`src/rtl/dle_stx_etx_frame_decoder_assert.svh`:
```
// Assertion helpers shared by the deframer modules.
// Each macro expects clk and arst_n in scope.
`ifndef DLE_STX_ETX_FRAME_DECODER_ASSERT_SVH
`define DLE_STX_ETX_FRAME_DECODER_ASSERT_SVH

// cond must hold at every edge out of reset
`define DSEFD_ASSERT_ALWAYS(lbl, cond, msg) \
	lbl: assert property (@(posedge clk) disable iff (!arst_n) (cond)) else $error(msg);

// ante implies cons in the same cycle
`define DSEFD_ASSERT_IMPL(lbl, ante, cons, msg) \
	lbl: assert property (@(posedge clk) disable iff (!arst_n) (ante) |-> (cons)) \
		else $error(msg);

// ante implies cons in the next cycle
`define DSEFD_ASSERT_NEXT(lbl, ante, cons, msg) \
	lbl: assert property (@(posedge clk) disable iff (!arst_n) (ante) |=> (cons)) \
		else $error(msg);

`endif

```
`src/rtl/dsefd_pkg.sv`:
```
`timescale 1ns / 1ps
`default_nettype none

package dsefd_pkg;

	localparam int unsigned FRAME_BUFFER_BYTES = 512;

	localparam int BYTE_W    = 8;
	localparam int CNT_W     = 10;
	localparam int POS_W     = 9;
	localparam int STAT_W    = 3;
	localparam int CFG_IDX_W = 2;
	localparam int CFG_W     = 10;

	localparam logic [BYTE_W-1:0] ESC_BYTE   = 8'h9F;
	localparam logic [BYTE_W-1:0] OPEN_BYTE  = 8'h02;
	localparam logic [BYTE_W-1:0] CLOSE_BYTE = 8'h03;

	localparam logic [CNT_W-1:0] BUF_MAX   = CNT_W'(FRAME_BUFFER_BYTES);
	localparam logic [CFG_W-1:0] MIN_RESET = CFG_W'(3);
	localparam logic [CFG_W-1:0] MAX_RESET = CFG_W'(512);

	localparam logic [CFG_IDX_W-1:0] REG_MIN_STORED = CFG_IDX_W'(0);
	localparam logic [CFG_IDX_W-1:0] REG_MAX_STORED = CFG_IDX_W'(1);

	localparam int QUEUE_DEPTH = 4;
	localparam int QPTR_W      = $clog2(QUEUE_DEPTH);
	localparam int QCNT_W      = $clog2(QUEUE_DEPTH + 1);

	typedef enum logic [1:0] {
		CLS_PLAIN,
		CLS_ESC,
		CLS_OPEN,
		CLS_CLOSE
	} byte_cls_t;

	typedef struct packed {
		logic [BYTE_W-1:0] data;
		byte_cls_t         cls;
	} q_item_t;

	typedef struct packed {
		logic not_empty;
		logic full;
	} q_status_t;

	typedef enum logic [1:0] {
		PH_HUNT,
		PH_OPEN,
		PH_DATA,
		PH_ESC
	} phase_t;

	typedef enum logic [STAT_W-1:0] {
		ST_OK,
		ST_CSUM,
		ST_LEN,
		ST_OVF,
		ST_ABORT
	} end_status_t;

	typedef struct packed {
		logic              is_end;
		logic [BYTE_W-1:0] payload;
		logic [POS_W-1:0]  pos;
		logic [POS_W-1:0]  len;
		end_status_t       status;
	} result_t;

endpackage

`default_nettype wire

```
`src/rtl/dsefd_front.sv`:
```
`timescale 1ns / 1ps
`default_nettype none

module dsefd_front import dsefd_pkg::*; (
	input  wire logic              in_valid,
	output logic                   in_stall,
	input  wire logic [BYTE_W-1:0] rx_byte,
	input  wire q_status_t         q_status,
	output logic                   push,
	output q_item_t                push_item
);

	byte_cls_t cls;

	// tag the control bytes once so the back end only decodes a class
	always_comb begin
		case (rx_byte)
			ESC_BYTE:   cls = CLS_ESC;
			OPEN_BYTE:  cls = CLS_OPEN;
			CLOSE_BYTE: cls = CLS_CLOSE;
			default:    cls = CLS_PLAIN;
		endcase
	end

	assign in_stall       = q_status.full;
	assign push           = in_valid & ~q_status.full;
	assign push_item.data = rx_byte;
	assign push_item.cls  = cls;

endmodule

`default_nettype wire

```
`src/rtl/dsefd_queue.sv`:
```
`timescale 1ns / 1ps
`default_nettype none

module dsefd_queue import dsefd_pkg::*; (
	input  wire logic    clk,
	input  wire logic    arst_n,
	input  wire logic    push,
	input  wire q_item_t push_item,
	input  wire logic    pop,
	output q_item_t      head,
	output q_status_t    status
);

	q_item_t           mem_q [QUEUE_DEPTH];
	logic [QPTR_W-1:0] wr_ptr_q;
	logic [QPTR_W-1:0] rd_ptr_q;
	logic [QCNT_W-1:0] count_q;

	always_ff @(posedge clk) begin
		if (push) begin
			mem_q[wr_ptr_q] <= push_item;
		end
	end

	always_ff @(posedge clk or negedge arst_n) begin
		if (!arst_n) begin
			wr_ptr_q <= '0;
			rd_ptr_q <= '0;
			count_q  <= '0;
		end else begin
			if (push) begin
				wr_ptr_q <= wr_ptr_q + QPTR_W'(1);
			end
			if (pop) begin
				rd_ptr_q <= rd_ptr_q + QPTR_W'(1);
			end
			case ({push, pop})
				2'b10:   count_q <= count_q + QCNT_W'(1);
				2'b01:   count_q <= count_q - QCNT_W'(1);
				default: count_q <= count_q;
			endcase
		end
	end

	assign head             = mem_q[rd_ptr_q];
	assign status.not_empty = (count_q != '0);
	assign status.full      = (count_q == QCNT_W'(QUEUE_DEPTH));

`include "dle_stx_etx_frame_decoder_assert.svh"

	`DSEFD_ASSERT_ALWAYS(a_q_count_bound, count_q <= QCNT_W'(QUEUE_DEPTH), "queue count over depth")
	`DSEFD_ASSERT_IMPL(a_q_no_underflow, pop, count_q != '0, "pop from empty queue")
	`DSEFD_ASSERT_NEXT(a_q_push_lands, push && !pop, count_q != '0, "pushed item lost")

endmodule

`default_nettype wire

```
`src/rtl/dsefd_back.sv`:
```
`timescale 1ns / 1ps
`default_nettype none

module dsefd_back import dsefd_pkg::*; (
	input  wire logic                 clk,
	input  wire logic                 arst_n,
	input  wire q_status_t            q_status,
	input  wire q_item_t              head,
	output logic                      pop,
	input  wire logic                 cfg_valid,
	output logic                      cfg_ready,
	input  wire logic [CFG_IDX_W-1:0] cfg_index,
	input  wire logic [CFG_W-1:0]     cfg_data,
	output logic                      out_valid,
	input  wire logic                 out_stall,
	output result_t                   out_res
);

	logic [CFG_W-1:0]  min_q;
	logic [CFG_W-1:0]  max_q;
	phase_t            phase_q;
	phase_t            phase_d;
	logic [CNT_W-1:0]  cnt_q;
	logic [CNT_W-1:0]  cnt_d;
	logic [BYTE_W-1:0] held_q;
	logic [BYTE_W-1:0] held_d;
	logic [BYTE_W-1:0] xor_q;
	logic [BYTE_W-1:0] xor_d;
	logic              out_valid_q;
	result_t           out_res_q;

	logic              res_valid;
	result_t           res;
	logic [CNT_W-1:0]  eff_max;
	logic [CNT_W-1:0]  min_lo;
	logic [CNT_W-1:0]  cnt_m1;
	logic              full_hit;
	end_status_t       close_status;

	assign cfg_ready = 1'b1;

	always_ff @(posedge clk or negedge arst_n) begin
		if (!arst_n) begin
			min_q <= MIN_RESET;
			max_q <= MAX_RESET;
		end else if (cfg_valid) begin
			if (cfg_index == REG_MIN_STORED) begin
				min_q <= cfg_data;
			end
			if (cfg_index == REG_MAX_STORED) begin
				max_q <= cfg_data;
			end
		end
	end

	assign eff_max  = (max_q > BUF_MAX) ? BUF_MAX : max_q;
	assign min_lo   = (min_q == '0) ? CNT_W'(1) : min_q;
	assign full_hit = (cnt_q >= eff_max);
	assign cnt_m1   = cnt_q - CNT_W'(1);

	// length error wins over checksum error
	always_comb begin
		if (cnt_q < min_lo || cnt_q > eff_max) begin
			close_status = ST_LEN;
		end else if (held_q != xor_q) begin
			close_status = ST_CSUM;
		end else begin
			close_status = ST_OK;
		end
	end

	// take one item whenever the output slot is free or draining
	assign pop = q_status.not_empty & (~out_valid_q | ~out_stall);

	// next phase
	always_comb begin
		case (phase_q)
			PH_HUNT: begin
				phase_d = (head.cls == CLS_ESC) ? PH_OPEN : PH_HUNT;
			end
			PH_OPEN: begin
				phase_d = (head.cls == CLS_OPEN) ? PH_DATA : PH_HUNT;
			end
			PH_DATA: begin
				if (head.cls == CLS_ESC) begin
					phase_d = PH_ESC;
				end else begin
					phase_d = full_hit ? PH_HUNT : PH_DATA;
				end
			end
			PH_ESC: begin
				case (head.cls)
					CLS_ESC:  phase_d = full_hit ? PH_HUNT : PH_DATA;
					CLS_OPEN: phase_d = PH_DATA;
					default:  phase_d = PH_HUNT;
				endcase
			end
			default: begin
				phase_d = PH_HUNT;
			end
		endcase
	end

	// results and frame bookkeeping
	always_comb begin
		logic        do_store;
		logic        do_end;
		end_status_t end_st;

		do_store  = 1'b0;
		do_end    = 1'b0;
		end_st    = ST_ABORT;
		res_valid = 1'b0;
		res       = '0;
		cnt_d     = cnt_q;
		held_d    = held_q;
		xor_d     = xor_q;

		case (phase_q)
			PH_OPEN: begin
				cnt_d  = '0;
				held_d = '0;
				xor_d  = '0;
			end
			PH_DATA: begin
				do_store = (head.cls != CLS_ESC);
			end
			PH_ESC: begin
				case (head.cls)
					CLS_ESC: begin
						do_store = 1'b1;
					end
					CLS_CLOSE: begin
						do_end = 1'b1;
						end_st = close_status;
					end
					default: begin
						do_end = 1'b1;
						end_st = ST_ABORT;
					end
				endcase
			end
			default: begin
				do_store = 1'b0;
			end
		endcase

		// no room left: drop the byte, close as overflow
		if (do_store && full_hit) begin
			do_store = 1'b0;
			do_end   = 1'b1;
			end_st   = ST_OVF;
		end

		if (do_store) begin
			if (cnt_q != '0) begin
				res_valid   = 1'b1;
				res.payload = held_q;
				res.pos     = cnt_m1[POS_W-1:0];
				xor_d       = xor_q ^ held_q;
			end
			held_d = head.data;
			cnt_d  = cnt_q + CNT_W'(1);
		end

		if (do_end) begin
			res_valid  = 1'b1;
			res.is_end = 1'b1;
			res.len    = (cnt_q == '0) ? '0 : cnt_m1[POS_W-1:0];
			res.status = end_st;
			cnt_d      = '0;
			held_d     = '0;
			xor_d      = '0;
		end
	end

	always_ff @(posedge clk or negedge arst_n) begin
		if (!arst_n) begin
			phase_q <= PH_HUNT;
			cnt_q   <= '0;
			held_q  <= '0;
			xor_q   <= '0;
		end else if (pop) begin
			phase_q <= phase_d;
			cnt_q   <= cnt_d;
			held_q  <= held_d;
			xor_q   <= xor_d;
		end
	end

	always_ff @(posedge clk or negedge arst_n) begin
		if (!arst_n) begin
			out_valid_q <= 1'b0;
		end else if (pop) begin
			out_valid_q <= res_valid;
		end else if (!out_stall) begin
			out_valid_q <= 1'b0;
		end
	end

	always_ff @(posedge clk) begin
		if (pop) begin
			out_res_q <= res;
		end
	end

	assign out_valid = out_valid_q;
	assign out_res   = out_res_q;

`include "dle_stx_etx_frame_decoder_assert.svh"

	`DSEFD_ASSERT_IMPL(a_hunt_empty, phase_q == PH_HUNT, cnt_q == '0, "stale count while hunting")
	`DSEFD_ASSERT_ALWAYS(a_cnt_bound, cnt_q <= BUF_MAX, "stored count past buffer size")
	`DSEFD_ASSERT_NEXT(a_end_clears, pop && res_valid && res.is_end, cnt_q == '0, "frame not cleared")

endmodule

`default_nettype wire

```
`src/rtl/dle_stx_etx_frame_decoder.sv`:
```
`timescale 1ns / 1ps
`default_nettype none

// Channel  | Handshake                  | Payload
// ---------+----------------------------+-----------------------------------------------
// in       | in_valid / in_stall        | rx_byte
// out      | out_valid / out_stall      | is_frame_end, payload_byte, byte_position,
//          |                            | frame_length, end_status
// cfg      | cfg_valid / cfg_ready      | cfg_index, cfg_data
//
// One byte per cycle sustained while out_stall stays low; the deframing state updates
// once per item. An accepted item is written into the queue; the edge that pops it loads
// its result (if any) into the output register, which drives out_valid.
// in_stall rises only when the 4-entry queue is full; the queue absorbs out_stall, so
// input keeps flowing after the output stalls until the queue fills.
// Reset: async, active low; state goes to hunting, registers to min 3, max 512.
// cfg_ready is always high; writes take effect on the next edge.

module dle_stx_etx_frame_decoder import dsefd_pkg::*; (
	input  wire logic                 clk,
	input  wire logic                 arst_n,
	input  wire logic                 in_valid,
	output logic                      in_stall,
	input  wire logic [BYTE_W-1:0]    rx_byte,
	output logic                      out_valid,
	input  wire logic                 out_stall,
	output logic                      is_frame_end,
	output logic [BYTE_W-1:0]         payload_byte,
	output logic [POS_W-1:0]          byte_position,
	output logic [POS_W-1:0]          frame_length,
	output logic [STAT_W-1:0]         end_status,
	input  wire logic                 cfg_valid,
	output logic                      cfg_ready,
	input  wire logic [CFG_IDX_W-1:0] cfg_index,
	input  wire logic [CFG_W-1:0]     cfg_data
);

	q_status_t q_status;
	q_item_t   push_item;
	q_item_t   head;
	logic      push;
	logic      pop;
	result_t   out_res;

	// front end: classify incoming bytes, push into the queue
	dsefd_front u_front (
		.in_valid  (in_valid),
		.in_stall  (in_stall),
		.rx_byte   (rx_byte),
		.q_status  (q_status),
		.push      (push),
		.push_item (push_item)
	);

	// decoupling queue between classification and the deframer
	dsefd_queue u_queue (
		.clk       (clk),
		.arst_n    (arst_n),
		.push      (push),
		.push_item (push_item),
		.pop       (pop),
		.head      (head),
		.status    (q_status)
	);

	// back end: deframing state machine, checksum, output register
	dsefd_back u_back (
		.clk       (clk),
		.arst_n    (arst_n),
		.q_status  (q_status),
		.head      (head),
		.pop       (pop),
		.cfg_valid (cfg_valid),
		.cfg_ready (cfg_ready),
		.cfg_index (cfg_index),
		.cfg_data  (cfg_data),
		.out_valid (out_valid),
		.out_stall (out_stall),
		.out_res   (out_res)
	);

	assign is_frame_end  = out_res.is_end;
	assign payload_byte  = out_res.payload;
	assign byte_position = out_res.pos;
	assign frame_length  = out_res.len;
	assign end_status    = out_res.status;

endmodule

`default_nettype wire

```
`config.mk`:
```
export PLATFORM = sky130hd
export DESIGN_NAME = dle_stx_etx_frame_decoder
export DESIGN_NICKNAME = d
export VERILOG_FILES = /design/src/rtl/dsefd_pkg.sv /design/src/rtl/dsefd_front.sv /design/src/rtl/dsefd_queue.sv /design/src/rtl/dsefd_back.sv /design/src/rtl/dle_stx_etx_frame_decoder.sv
export VERILOG_INCLUDE_DIRS = /design/src /design/src/rtl
export SDC_FILE = /design/constraint.sdc
export NUM_CORES = 1
export LEC_CHECK = 0
export ABC_AREA = 1
export BUFFER_PORTS_ARGS = -buffer_cell sky130_fd_sc_hd__buf_2
export CORE_UTILIZATION = 40
export CTS_CLUSTER_DIAMETER = 60
export DETAILED_ROUTE_END_ITERATION = 10
export SLEW_MARGIN = 40
export SYNTH_ARGS = -nofsm -noshare
export SYNTH_HDL_FRONTEND = slang
export SYNTH_SLANG_ARGS = --single-unit
```
`constraint.sdc`:
```
create_clock -name clk -period 2.55 [get_ports clk]
set_input_delay 0.3825 -clock clk [delete_from_list [all_inputs] [get_ports clk]]
set_output_delay 0.3825 -clock clk [all_outputs]
set_load 0.02 [all_outputs]
```
==> impl_metrics.env <==
export IMPL_drv_cap=0
export IMPL_cts_max_level=4
export IMPL_rsz0062_at_grt="yes"
export IMPL_cp_max_fo=7
export IMPL_violations="setup timing"
export IMPL_drt_initial_drc_count=288
export IMPL_setup_slack_ns=-0.0985
export IMPL_report_power_total_mw=9.15
export IMPL_synth_edf_count=70
export IMPL_critPathRequiredTime_ns=2.91
export IMPL_place_gp_congestion=0.845
export IMPL_synthesis_area_mm2=0.00630
export IMPL_hold_violations=0
export IMPL_slowest_delay_ns=0.39
export IMPL_status="finished with violations"
export IMPL_crit_arrival_ns=3.00
export IMPL_leakage_nw=3.68
export IMPL_tritoncts="built"
export IMPL_setup_viol_count_final=54
export IMPL_grt_max_degree=36
export IMPL_final_cells=982
export IMPL_path_clk_slew_ns=0.05
export IMPL_avgSynthCellArea_um2=9.59
export IMPL_syn_to_final_growth_pct=26.6
export IMPL_io_buffers=56
export IMPL_grt_pass1_vias=4639
export IMPL_die_w_um=128
export IMPL_yosysWarningCount=0
export IMPL_post_drt_via_cell_ratio=4.82
export IMPL_nets=814
export IMPL_dieHeight_um=128
export IMPL_io_pin_count=58
export IMPL_clock_sinks=126
export IMPL_core_area_mm2=0.0153
export IMPL_path_cells="nor4_2 > nand2_1 > nor2_1 > nor2_1 > inv_2 > nand2_2 > ha_4 > nand2_2 > nand2_2 > a21oi_4 > nand3_2 > nor2_4 > buf_6 > nand2_8 > nor2_4 > nand2_1 > o21ai_1"
export IMPL_final_setup_tns_ns=-2.38
export IMPL_place_inst=944
export IMPL_fin_crit_sh_pct=104
export IMPL_drt_pass1_iter_count=4
export IMPL_cts_root_buf="clkbuf_16"
export IMPL_worst_pin_slew_ns=0.695
export IMPL_die_area_mm2=0.0163
export IMPL_clock_latency_ns=0.43
export IMPL_dpl_cell_area_mm2=0.00706
export IMPL_antenna_found_initial=0
export IMPL_async_flop_share_pct=44.4
export IMPL_drc=0
export IMPL_min_period_ns=2.65
export IMPL_vias=4732
export IMPL_synth_seq_cells=126
export IMPL_cpMaxStageDelayCell="dfrtp_1"
export IMPL_multi_input_area_mm2=0.00266
export IMPL_cpMostUsedCell="nand2_2"
export IMPL_critical_path_startpoint_type="flop"
export IMPL_yosysSeqAreaShare_pct=55.7
export IMPL_synthFlopType="edfxtp_1"
export IMPL_worst_setup_path_end_kind="flop"
export IMPL_rows=45
export IMPL_fmax_mhz=378
export IMPL_fin_area_mm2=0.00798
export IMPL_slew_headroom_pct=53.5
export IMPL_drive_gt1_share_pct=26.6
export IMPL_grt_pass1_wl_mm=22.1
export IMPL_n_antenna_cell=0
export IMPL_critPathKind="flop to flop"
export IMPL_peakVddDrop_mv=0.674
export IMPL_grt_ovfl_total=0
export IMPL_wl_per_cell_um=14.1
export IMPL_grtUsageTotal_pct=17.8
export IMPL_hold_class="input pin to flop"
export IMPL_hpwl_mm=9.53
export IMPL_ant_nets=0
export IMPL_initial_core_util_pct=41.1
export IMPL_slew_violations=0
export IMPL_cellPowerDensity_mw_per_mm2=1150
export IMPL_regArea_mm2=0.00351
export IMPL_fill_cells=1391
export IMPL_finalClockSkew_ns=0.00910
export IMPL_cts_buffer_depth=2
export IMPL_ys_types=41
export IMPL_synth_nets=713
export IMPL_wl_mm=13.9
export IMPL_syn_inst=657
export IMPL_cts_buffers_inserted=17
final timing paths:
check                                start          endpoint  slack [ns]  depth (start not counted)
max reg2reg                u_back.max_q[2]  u_back.held_q[6]        -0.1                         17
min in group asynchronous           arst_n   u_back.max_q[2]        0.39                          2
min                            cfg_data[9]   u_back.max_q[9]        0.19                          3
min reg2reg                u_back.max_q[9]   u_back.max_q[9]        0.49                          2
max in group asynchronous           arst_n   u_back.xor_q[2]        1.46                          3
max                        u_back.max_q[2]  u_back.held_q[6]        -0.1                         17
synth_stat cells, drive strengths merged (2+ instances only):
| library cell | count | share of area, % |
|---|---|---|
| inv | 86 | 5.1 |
| dfstp | 3 | 1.3 |
| nand3 | 23 | 2.1 |
| ha | 30 | 6.0 |
| a21oi | 16 | 1.6 |
| nor2 | 99 | 6.4 |
| clkbuf | 11 | 0.66 |
| nand4 | 12 | 1.2 |
| a32oi | 2 | 0.28 |
| nand2 | 133 | 8.4 |
| buf | 9 | 1.2 |
| nor3 | 5 | 0.40 |
| o22ai | 8 | 0.79 |
| dfrtp | 53 | 21 |
| edfxtp | 70 | 33 |
| o21bai | 2 | 0.24 |
| o21ai | 59 | 4.7 |
| xor2 | 20 | 2.8 |
| xnor2 | 6 | 0.83 |
layer usage:
| layer | up-vias | wire [um] | GRT usage [%] |
|---|---|---|---|
| met3 | 18 | 574 | 4.31 |
| met4 | 0 | 240 | 7.56 |
| li1 | 2364 | - | - |
| met5 | - | 0 | 0 |
| met1 | 2242 | 6460 | 23.4 |
| met2 | 108 | 6590 | 28.3 |
critical path: cells and delay by family (launching register included):
kind / cells / cell delay (ns)
simple gates: 12 / 1.39
flops: 1 / 0.39
buf+inv: 2 / 0.30
compound gates: 2 / 0.23
fa+ha+maj: 1 / 0.26
state kept, by name, indices dropped and copies added, names as in the netlist:
name	flops
u_queue.count_q	3
u_queue.mem_q	40
u_back.phase_q	2
u_queue.rd_ptr_q	2
u_back.out_valid	1
u_back.max_q	10
u_back.out_res	30
u_back.xor_q	8
u_queue.wr_ptr_q	2
u_back.held_q	8
u_back.cnt_q	10
u_back.min_q	10
repair_timing:
action / in CTS / in global routing
pin swaps: 10 / 36
gates cloned: 1 / 1
gates resized for setup: 13 / 62
setup buffers: 1 / 2
hold endpoints to repair: 12 / 0
hold buffers: 1 / 0
endpoints found under the setup margin: 56 / 57
cells in the final DEF (no fill, tap or decap), types with 4 or more instances in the layout:
cell and n:
buf_2 56, a21oi_1 13, nand2_2 17, nor2_4 10, buf_4 38, o22ai_1 8, o21ai_0 43, nand2_1 110
edfxtp_1 70, inv_2 6, ha_1 24, nor3_1 4, inv_1 79, nor2_2 9, nand2_4 5, nand3_2 12
clkbuf_16 17, dfrtp_1 53, xnor2_1 6, nand3_1 11, clkbuf_1 4, nor2_1 80, nand4_1 12, ha_4 6
xor2_1 20, o21ai_1 13
layout make-up:
cell class	count	share of cell area, %
well taps	211	3.31
multi-input cells	427	33.4
inverters	86	4.09
clock buffers	24	6.04
repair buffers	100	8.14
flip-flops and latches	126	44.0
clock inverters	8	1.11
metrics by stage:
step / setup WS (ns) / hold slack [ns] / util (%)
after floorplan: 0.172 / 0.0869 / -
after global placement: -0.0273 / 0.298 / 46.1
after detailed placement: -0.0708 / 0.304 / 46.1
after CTS: 0.000965 / 0.188 / 50.4
after global routing: -0.252 / 0.201 / 52.1
final: -0.0985 / 0.191 / 52.1
logic make-up (layout without fill, tap and decap cells):
kind of cell / Yosys count / in the layout / share of synthesized area [%]
and+or+nand+nor: 277 / 279 / 19.1
DFF: 126 / 126 / 55.7
buffers and inverters: 106 / 218 / 7.01
AOI/OAI and AO/OA: 90 / 90 / 8.28
adders and majority gates: 31 / 31 / 6.27
xor gates and xnor gates: 26 / 26 / 3.61
other: 1 / 1 / 0.0595
report_power, final:
| group | switching (mW) | internal (mW) |
|---|---|---|
| Sequential | 0.271 | 2.79 |
| Clock | 0.825 | 1.50 |
| Combinational | 2.41 | 1.35 |
| Total | 3.51 | 5.64 |
(Power assumes the default switching activity.)
